**src/design/asep_pkg.sv**
```systemverilog
// Package: constants, types and arithmetic helpers of the angular separation core.
`default_nettype none
package asep_pkg;

  localparam longint Q30_ONE      = 64'sd1073741824;
  localparam longint Q30_PI       = 64'sd3373259426;
  localparam longint Q30_HALF_PI  = 64'sd1686629713;
  localparam longint Q30_TWO_PI   = 64'sd6746518852;
  localparam longint Q30_INV_GAIN = 64'sd652032874;
  localparam int     SQRT_STEPS   = 31;

  typedef struct packed {
    logic signed [33:0] x;
    logic signed [33:0] y;
    logic signed [33:0] z;
  } cord_t;

  typedef struct packed {
    logic [61:0] n;
    logic [61:0] res;
  } sqrt_t;

  function automatic logic [63:0] atan_q30(input logic [4:0] i);
    logic [63:0] v;
    case (i)
      5'd0:  v = 64'd843314857;
      5'd1:  v = 64'd497837829;
      5'd2:  v = 64'd263043837;
      5'd3:  v = 64'd133525159;
      5'd4:  v = 64'd67021687;
      5'd5:  v = 64'd33543516;
      5'd6:  v = 64'd16775851;
      5'd7:  v = 64'd8388437;
      5'd8:  v = 64'd4194283;
      5'd9:  v = 64'd2097149;
      5'd10: v = 64'd1048576;
      5'd11: v = 64'd524288;
      5'd12: v = 64'd262144;
      5'd13: v = 64'd131072;
      5'd14: v = 64'd65536;
      5'd15: v = 64'd32768;
      5'd16: v = 64'd16384;
      5'd17: v = 64'd8192;
      5'd18: v = 64'd4096;
      5'd19: v = 64'd2048;
      5'd20: v = 64'd1024;
      5'd21: v = 64'd512;
      5'd22: v = 64'd256;
      5'd23: v = 64'd128;
      5'd24: v = 64'd64;
      5'd25: v = 64'd32;
      5'd26: v = 64'd16;
      5'd27: v = 64'd8;
      5'd28: v = 64'd4;
      5'd29: v = 64'd2;
      5'd30: v = 64'd1;
      default: v = 64'd0;
    endcase
    return v;
  endfunction

  // Q30 product, magnitude rounded half up, sign applied afterwards
  function automatic logic signed [33:0] mulq(input logic signed [33:0] a,
                                              input logic signed [33:0] b);
    logic        neg;
    logic [33:0] aa;
    logic [33:0] ab;
    logic [65:0] p;
    logic [33:0] m;
    neg = a[33] ^ b[33];
    aa  = a[33] ? 34'(-a) : 34'(a);
    ab  = b[33] ? 34'(-b) : 34'(b);
    p   = 66'(aa[32:0]) * 66'(ab[32:0]) + 66'(64'd536870912);
    m   = p[63:30];
    return neg ? -$signed(m) : $signed(m);
  endfunction

endpackage
`default_nettype wire

```
**src/design/asep_vec_cell.sv**
```systemverilog
// CORDIC vectoring cell: one micro-rotation towards y = 0, angle accumulated in z.
`default_nettype none
module asep_vec_cell #(
  parameter int STEP = 0
) (
  input  wire logic            clk,
  input  wire logic            en,
  input  wire asep_pkg::cord_t c_i,
  output asep_pkg::cord_t      c_o
);
  localparam logic [63:0] ATAN64 = asep_pkg::atan_q30(5'(STEP));
  localparam logic signed [33:0] ATAN = $signed(ATAN64[33:0]);

  asep_pkg::cord_t c_r;
  asep_pkg::cord_t c_nxt;
  logic signed [33:0] dx;
  logic signed [33:0] dy;

  always_comb begin
    dx = c_i.y >>> STEP;
    dy = c_i.x >>> STEP;
    if (c_i.y > 34'sd0) begin
      c_nxt.x = c_i.x + dx;
      c_nxt.y = c_i.y - dy;
      c_nxt.z = c_i.z + ATAN;
    end else begin
      c_nxt.x = c_i.x - dx;
      c_nxt.y = c_i.y + dy;
      c_nxt.z = c_i.z - ATAN;
    end
  end

  always_ff @(posedge clk) begin
    if (en) begin
      c_r <= c_nxt;
    end
  end

  assign c_o = c_r;
endmodule
`default_nettype wire

```
**config.mk**
```make
export PLATFORM = sky130hd
export DESIGN_NAME = asep_vec_cell
export DESIGN_NICKNAME = d
export VERILOG_FILES = /design/src/design/asep_pkg.sv /design/src/design/asep_vec_cell.sv
export SDC_FILE = /design/constraint.sdc
export NUM_CORES = 1
export LEC_CHECK = 0
export ABC_AREA = 0
export BUFFER_PORTS_ARGS = -buffer_cell sky130_fd_sc_hd__buf_4
export CELL_PAD_IN_SITES_DETAIL_PLACEMENT = 0
export CELL_PAD_IN_SITES_GLOBAL_PLACEMENT = 1
export CORE_MARGIN = 2
export CORE_UTILIZATION = 30
export DETAILED_ROUTE_END_ITERATION = 12
export GPL_TIMING_DRIVEN = 0
export PLACE_DENSITY_LB_ADDON = 0.1
export SLEW_MARGIN = 20
export SYNTH_ARGS = -nofsm -noshare
export SYNTH_HDL_FRONTEND = slang
export SYNTH_SLANG_ARGS = --single-unit
```
**constraint.sdc**
```tcl
create_clock -name clk -period 5.2 [get_ports clk]
set_input_delay 1.56 -clock clk [delete_from_list [all_inputs] [get_ports clk]]
set_output_delay 1.56 -clock clk [all_outputs]
set_load 0.01 [all_outputs]
```
==> flow_results.org, run 1 <==
** Run status
- The flow ran to the end, and the final reports show no timing, DRC or antenna violations.

** STA
- Final-report setup violation count :: 0
- Unrepaired setup endpoints after global routing :: true
- Once routing completed, OpenROAD measured the worst setup slack at 0.111 ns.
- The final critical path takes up 97.9% of the cycle.
- Hold WS :: roughly 1.5 ns
- Final sum of negative setup slack :: 0 ns
- The max-slew violation count came to 0.
- Actual slew at the worst max-slew pin :: ~1.1 ns
- Post-layout min period :: approximately 5.1 ns
- Final hold violation count :: 0
- Derived from the worst setup path, the maximum achievable clock frequency is just under 200 MHz.
- Measured against its own limit, the worst slew margin works out to 27.7%.

** Place
- Timing analysis after detailed placement gives a worst setup slack of -2.13 ns.
- After detailed placement, the design holds a cell count of 1873.
- Half-perimeter wire length of the detailed placement result :: 29.8 mm
- The count of buffers added on input and output ports is 205.
- GP Congestion :: roughly 0.88

** Critical path
- Maximum fanout count along the critical path :: 13
- The worst setup path is launched from a primary input.
- On the critical path the largest part of the delay comes from compound AO/OA/AOI/OAI gates.
- Standard cell with the maximum stage delay on the critical path :: sky130_fd_sc_hd__nor4_4
- Crit path buffers/inverters :: 3
- On the worst path, the slowest cell contributes a delay of between 0.3 and 0.4 ns.
- For the worst setup path, the data required time is 5.33 ns.
- Kind of critical path :: primary input to register
- Data arrival time of the worst path :: 5.21 ns
- The signal on the critical path passes through buf_4, nor4_4, nand4_1, nor2_1, a21o_2, clkbuf_16, buf_16, ha_1, and4_1, a211oi_4, nand2_1, a41o_2, o31ai_4, a311oi_1, a21oi_1, o21bai_1, xor2_1.
- Crit. Startpoint :: c_i[39]
- The worst setup path is captured at a register.

** Global route
- Wire length of the first global-routing pass :: about 57 mm
- Entering global routing, the biggest net connects roughly 100 pins.
- The number of antenna violations at the first check in global routing came to 1.
- Number of global-route vias before repair :: roughly 9600
- Global routing finished with a remaining overflow of 0.
- Total routing usage reported by global routing :: 20.9%

** Power
- IR analysis of the VDD net gives a maximum drop of 0.000172 V.
- Design internal power :: 2.15 mW
- Clock network fraction of total power :: 24.6%
- In this run the static leakage power is 5.76 nW.
- Sw Share :: 35.7%
- Overall power consumption after layout is estimated at 3.35 mW.
- Part of the total power dissipated in combinational logic :: 42.0%
- In this run the power density over the cells is about 250 nW/um^2.
- Sequential share of power :: 33.4%
- The analysis attributes to net switching a power of 1.20 mW.

** Clocking
- Number of CTS-inserted buffers :: 9
- Clock root buffer :: sky130_fd_sc_hd__clkbuf_16
- Clock net sink count :: 101
- After clock tree synthesis, the flow added hold-fix buffers numbering 0.
- Worst-case clock buffer depth :: 2
- TritonCTS clock tree :: built
- Number of H-tree levels :: 3
- Clock-pin slew reported for the worst setup and hold paths after clock tree synthesis :: approximately 0.070 ns

** Routing
- Routed length per placed instance :: 20.2 um
- Remaining antenna violation count :: 0
- The first TritonRoute pass finished after 5 iterations.
- For this block, the initial DRC count from the detailed router was a little over 600.
- Detailed routing inserted a total of 9803 vias.
- Post-detailed-route via-to-cell ratio :: 5.19
- Number of remaining DRC errors :: 0
- Wirelength, routed :: 38.3 mm

** Final layout
- The register with the most flip-flops in the layout has 101 of them.
- The net count of the finished layout is 1670.
- Compared with the post-synthesis result, the final layout area differs by 27.0%.
- Layout cell share with drive strength beyond 1 :: 20.0%
- The number of antenna diodes in the final layout is 0.
- Number of standard cells in the layout, taps in and fillers out :: 1890

** Synthesis
- Count of flip-flops with a built-in enable after synthesis :: 101
- Each instance of the synthesized netlist takes up on average around 8.6 um^2.
- In this run, synthesis produced a sequential element count of 101.
- Summing the sequential cell areas from Yosys gives 29.2% of the chip area.
- Post-synthesis cell count :: roughly 1200
- For this run, the leading register cell type out of synthesis is sky130_fd_sc_hd__edfxtp_1.
- After synthesis, the netlist uses 76 different library cells.
- Async SR Flop Fraction :: 0%
- After synthesis the cells add up to 10400 um^2.
- Yosys warns :: 0
- Number of nets produced by synthesis :: 1452

** Floorplanning
- Once the floorplan was initialized, standard cells occupied 30.3% of the core.
- # rows :: 68
- The floorplan step defined a die boundary enclosing roughly 36000 um^2.
- Measured along the x axis, the die boundary spans 190 um.
- Measured along the y axis, the die boundary spans 190 um.
- Core area :: 34400 um^2
- roughly 200 I/O pins were placed.

** Min path
- In this run the worst hold path is classified as primary input to register.
- The worst hold path begins at c_i[0].

** Run
- Max-Cap Viols :: 0
[synthesized netlist by cell type, types with 4 or more instances]
library cell	number	area, um^2
sky130_fd_sc_hd__a21oi_1	148	741
sky130_fd_sc_hd__ha_1	131	1640
sky130_fd_sc_hd__inv_1	108	405
sky130_fd_sc_hd__nor2_1	102	383
sky130_fd_sc_hd__edfxtp_1	101	3030
sky130_fd_sc_hd__xnor2_1	76	666
sky130_fd_sc_hd__o21ai_0	69	345
sky130_fd_sc_hd__nand2_1	62	233
sky130_fd_sc_hd__a21o_1	35	263
sky130_fd_sc_hd__clkbuf_1	32	120
sky130_fd_sc_hd__o21bai_1	31	233
sky130_fd_sc_hd__nor3_1	23	115
sky130_fd_sc_hd__nand2b_1	19	119
sky130_fd_sc_hd__o21a_1	19	143
sky130_fd_sc_hd__nand4_1	17	106
sky130_fd_sc_hd__nor2b_1	16	100
sky130_fd_sc_hd__xor2_1	16	140
sky130_fd_sc_hd__a211oi_1	12	90.1
sky130_fd_sc_hd__nand3_1	12	60.1
sky130_fd_sc_hd__nor4_1	12	75.1
sky130_fd_sc_hd__a31oi_1	10	62.6
sky130_fd_sc_hd__mux2i_1	10	100
sky130_fd_sc_hd__o211ai_1	10	75.1
sky130_fd_sc_hd__o31ai_1	10	75.1
sky130_fd_sc_hd__buf_2	8	40.0
sky130_fd_sc_hd__o21ai_1	7	35.0
sky130_fd_sc_hd__and3_1	6	37.5
sky130_fd_sc_hd__buf_1	6	22.5
sky130_fd_sc_hd__o2111ai_1	6	52.6
sky130_fd_sc_hd__and2_1	5	31.3
sky130_fd_sc_hd__and4_1	5	43.8
sky130_fd_sc_hd__or2_2	5	31.3
sky130_fd_sc_hd__a21boi_0	4	30.0
sky130_fd_sc_hd__a221oi_1	4	35.0
sky130_fd_sc_hd__a22oi_1	4	30.0
sky130_fd_sc_hd__clkinv_1	4	15.0
sky130_fd_sc_hd__fa_1	4	80.1
sky130_fd_sc_hd__o211a_1	4	40.0
[layout make-up]
class | count | area (um^2)
Tap cell | 455 | 569
Multi-Input combinational cell | 947 | 6940
Fill cell | 3636 | 21200
Inverter | 114 | 433
Clock buffer | 10 | 229
Timing Repair Buffer | 214 | 1640
Sequential cell | 101 | 3030
Clock inverter | 5 | 108
Buffer | 44 | 256
[layer usage]
metal | GRT usage (%) | vias to the layer above | share of wire [%]
li1 | - | 4793 | -
met2 | 33.5 | 286 | 46
met5 | 0 | - | 0.034
met4 | 7.72 | 2 | 2.7
met3 | 3.04 | 50 | 5.3
met1 | 28.5 | 4672 | 46
[worst paths after layout]
check	slack (ns)	to	depth (start not counted)
min	1.52	c_o[0]$_DFFE_PP_	2
max	0.11	c_o[23]$_DFFE_PP_	17
[what timing repair did]
item,in CTS,in global routing
pin swaps,8,11
setup buffers,4,4
gates resized for setup,34,18
endpoints found under the hold margin,0,0
cloned,1,0
endpoints found under the setup margin,30,5
[layout by cell type, fill, tap and decap left out, drive strengths merged, types with 6 or more instances in the layout]
master,count
a211oi,12
a21o,35
a21oi,148
a31oi,10
and3,6
buf,231
clkbuf,36
edfxtp,101
ha,131
inv,112
mux2i,10
nand2,62
nand2b,19
nand3,12
nand4,17
nor2,103
nor2b,16
nor3,23
nor4,12
o2111ai,6
o211ai,10
o21a,19
o21ai,77
o21bai,32
o31ai,12
or2,6
xnor2,76
xor2,16
[through the flow]
| step | utilization (%) | cell area [um^2] |
|---|---|---|
| 5_1_grt | 38.4 | 13200 |
| 2_1_floorplan | - | 10400 |
| 4_1_cts | 38.0 | 13100 |
| 3_3_place_gp | 36.4 | 12500 |
| 6_report | 38.4 | 13200 |
| 3_5_place_dp | 36.4 | 12500 |
[power groups by stage]
stage	combinational (mW)	sequential [mW]	clock, mW
after floorplan	0.719	1.21	0
after global placement	1.36	1.14	0
after detailed placement	1.36	1.14	0
after CTS	1.39	1.12	0.855
after global routing	1.54	1.13	0.877
final	1.41	1.12	0.826
[cell families (layout without fill, tap and decap cells)]
kind of cell               count (synthesis)  count (layout)  share of synthesized area [%]
AOI/OAI and AO/OA                        416             416                           25.7
xor gates and xnor gates                  92              92                           7.75
adders and majority gates                135             135                           16.5
buffers and inverters                    165             387                           6.24
DFF                                      101             101                           29.2
muxes                                     10              10                          0.963
and+or+nand+nor                          294             294                           13.6
(Power assumes the default switching activity.)
==> run 2, diff against run 1 <==
- clock period: 5.2 -> 5.5 ns (I/O delays scaled with it)
==> run 2 against run 1 <==
  * Count of clock-buffer cells in the layout decreased by 1
  * Wire length decreased by 1.5%
  * Critical path type unchanged
  * Sequential share of layout area increased by 0.30 points
  * Cell area decreased by 1.3%
  * Critical path depth increased by 2
  * Worst setup slack improved by 0.098 ns
  * Largest cell class unchanged
  * Non-clock buffer count unchanged
  * Global-route usage decreased by 0.39 points
==> flow_results.org, run 2 (synthesis results as in run 1) <==
** Run status
- Run status :: finished clean

** Global route
- The number of global-route vias before repair was 9523 (-0.28%).
- Wire length of the first global-routing pass :: 56.4 mm (-1.1%)
- Total routing usage reported by global routing :: 20.5% (-0.39 points)
- Initial antenna violation count :: 0 (-1)
- The maximum number of pins on one net before global-route repair is 102 (unchanged).
- The remaining global-route overflow was 0 (unchanged).

** Clocking
- Worst-case clock buffer depth :: 2 (unchanged)
- Clock net sink count :: 101 (unchanged)
- TritonCTS clock tree :: built
- The register clock-pin slew on the reported worst setup and hold paths is 0.08 ns (about the same).
- The cts-stage hold buffer count is 0 (unchanged).
- Number of CTS-inserted buffers :: 9 (unchanged)
- The count of H-tree levels built during CTS was 3 (unchanged).
- The root buffer cell chosen for the clock tree is sky130_fd_sc_hd__clkbuf_16.

** Final layout
- Layout-stage area growth over the synthesis result :: 25.3%
- The number of antenna cells inserted is 0 (unchanged).
- Most frequent cells in the layout :: sky130_fd_sc_hd__buf_4 (212), sky130_fd_sc_hd__a21oi_1 (146), sky130_fd_sc_hd__ha_1 (127)
- The number of flip-flops in the largest register came to 101 (unchanged).
- The fraction of final layout cells sized beyond drive strength 1 is 19.4% (-0.57 points).
- Leaving out fill and tap cells, the most frequent cell in the layout is sky130_fd_sc_hd__buf_4.
- The final net count was 1670 (unchanged).
- Number of standard cells in the layout, taps in and fillers out :: 1891 (+0.053%)

** Floorplanning
- Initial standard-cell utilization of the core :: 30.3% (unchanged)
- The chip width is 190 um (unchanged).
- The number of placement rows is 68 (unchanged).
- The die extent in y is 190 um (unchanged).
- The placeable core region is 34400 um^2 (unchanged).
- The full die area is 36200 um^2 (unchanged).
- I/O pin total :: 206 (unchanged)

** STA
- The final critical-path setup slack was 0.209 ns (+0.0979 ns).
- Max frequency :: 189 MHz
- Final-report setup violation count :: 0 (unchanged)
- Final worst-path cycle share :: 96.2%
- The final total negative setup slack was 0 ns (unchanged).
- The max-slew violation count came to 0 (unchanged).
- Slew HR :: 22.6% (-5.1 points)
- The transition time at the pin with the least slew margin came to 1.15 ns (+0.0653 ns).
- Post-layout min period :: 5.29 ns
- Final hold violation count :: 0 (unchanged)

** Place
- The placer's final routability congestion estimate came to 0.881 (-0.23%).
- Worst-case setup slack after placement :: -1.90 ns (+0.230 ns)
- The count of buffers from port buffering is 205 (unchanged).
- The sum of net half-perimeters after detailed placement was 29.6 mm (-0.69%).
- Count of placed standard cells including taps :: 1874 (+0.053%)

** Critical path
- Kind of critical path :: primary input to register
- Crit path buffers/inverters :: 4 (+1)
- The arrival time of data at the critical path endpoint was 5.40 ns (+0.19 ns).
- The delay of the slowest cell on the worst path came to 0.41 ns (+0.07 ns).
- Number of logic stages on the critical path including buffering :: 19 (+2)
- Maximum fanout count along the critical path :: 17 (+4)
- Crit-path cells :: buf_4, nor4_4, nand4_1, nor2_1, a21o_2, inv_6, buf_6, buf_16, ha_1, o21ai_0, o21ai_1, nand4_1, a31o_2, o2bb2ai_1, or3_1, a31oi_2, o21a_1, nor2_1, xnor2_1
- Critical path data required time :: 5.61 ns (+0.28 ns)
- Kind of launch point of the worst setup path :: primary input
- Kind of cell adding the most delay to the critical path :: compound AO/OA/AOI/OAI gates
- Standard cell with the maximum stage delay on the critical path :: sky130_fd_sc_hd__or3_1
- Endpoint type of the worst setup path :: register

** Routing
- The via density per instance was 5.12 (-1.2%).
- Count of TritonRoute iterations in the first routing pass :: 5 (unchanged)
- Remaining antenna violation count :: 0 (unchanged)
- Number of remaining DRC errors :: 0 (unchanged)
- The violation count after the first detailed-routing iteration is 617 (unchanged).
- Vias after detailed routing :: 9691 (-1.1%)
- The average wire per cell in the routed design is 19.9 um (-1.6%).
- The overall routed net length came to 37.7 mm (-1.5%).

** Power
- Power density of the placed cells :: 230 nW/um^2 (-9.3%)
- Sw Share :: 37.2% (+1.4 points)
- Part of the total power dissipated in combinational logic :: 43.7% (+1.7 points)
- The sequential cell fraction of total power came to 35.3% (+1.9 points).
- Max rail drop VDD :: 0.000147 V (-15%)
- The cell-internal power was 1.89 mW (-12%).
- The reported leakage power came to 5.70 nW (-0.99%).
- The clock network fraction of total power is 21.0% (-3.6 points).
- The power after layout came to 3.00 mW (-10%).
- Net Sw Power :: 1.12 mW (-6.9%)

** Min path
- In this run the most critical hold path is launched from c_i[0].
- The number of cells on the worst hold path is 2 (unchanged).
- The path class of the tightest hold or removal check is primary input to register.
- The worst hold path terminates at c_o[0]$_DFFE_PP_.

** Run
- The number of max-cap violations came to 0 (unchanged).
==> run 2: how the worst max path moves through the flow <==
| stage | from | to | slack [ns] |
|---|---|---|---|
| after global routing | c_i[36] | c_o[32]$_DFFE_PP_ | -0.02 |
| after CTS | c_i[36] | c_o[32]$_DFFE_PP_ | 0.03 |
| after detailed placement | c_i[59] | c_o[23]$_DFFE_PP_ | -1.90 |
| after floorplan | c_i[40] | c_o[33]$_DFFE_PP_ | 0.06 |
| final | c_i[44] | c_o[33]$_DFFE_PP_ | 0.21 |
| after global placement | c_i[59] | c_o[23]$_DFFE_PP_ | -2.15 |
==> run 2: area by class of cell <==
class	count	area, um^2
clock buffers	9	225
clock inverters	7	41.3
flip-flops and latches	101	3030
inverters	114	433
repair buffers	212	1630
multi-input cells	947	6850
well taps	455	569
plain buffers	46	245
fillers	3597	21300
==> run 2: per-layer routing <==
| layer | global-route usage [%] | share of wire [%] | wire length, um | vias to the layer above |
|---|---|---|---|---|
| met5 | 0 | 0 | 0 | - |
| li1 | - | - | - | 4803 |
| met2 | 34.1 | 46 | 17500 | 300 |
| met4 | 4.65 | 1.5 | 560 | 0 |
| met1 | 28.5 | 47 | 17900 | 4560 |
| met3 | 2.38 | 4.7 | 1760 | 28 |
==> run 2: stage by stage <==
stage	cell area [um^2]	util, %	hold slack (ns)
after floorplan	10400	-	1.76
after global placement	12500	36.4	1.98
after detailed placement	12500	36.5	1.98
after CTS	13000	37.7	1.59
after global routing	13000	37.9	1.62
final	13000	37.9	1.61
==> run 2: what timing repair did <==
| item | 4_1_cts | 5_1_grt |
|---|---|---|
| cloned | 0 | 1 |
| endpoints found under the setup margin | 28 | 5 |
| setup buffers | 4 | 1 |
| pin swaps | 7 | 4 |
| endpoints found under the hold margin | 0 | 0 |
| gates resized for setup | 30 | 11 |
==> run 2: power groups by stage <==
stage          sequential, mW  clock, mW  combinational, mW
2_1_floorplan            1.14          0              0.679
3_3_place_gp             1.07          0               1.29
3_5_place_dp             1.08          0               1.28
4_1_cts                  1.06      0.653               1.31
5_1_grt                  1.07      0.676               1.44
6_report                 1.06      0.632               1.31
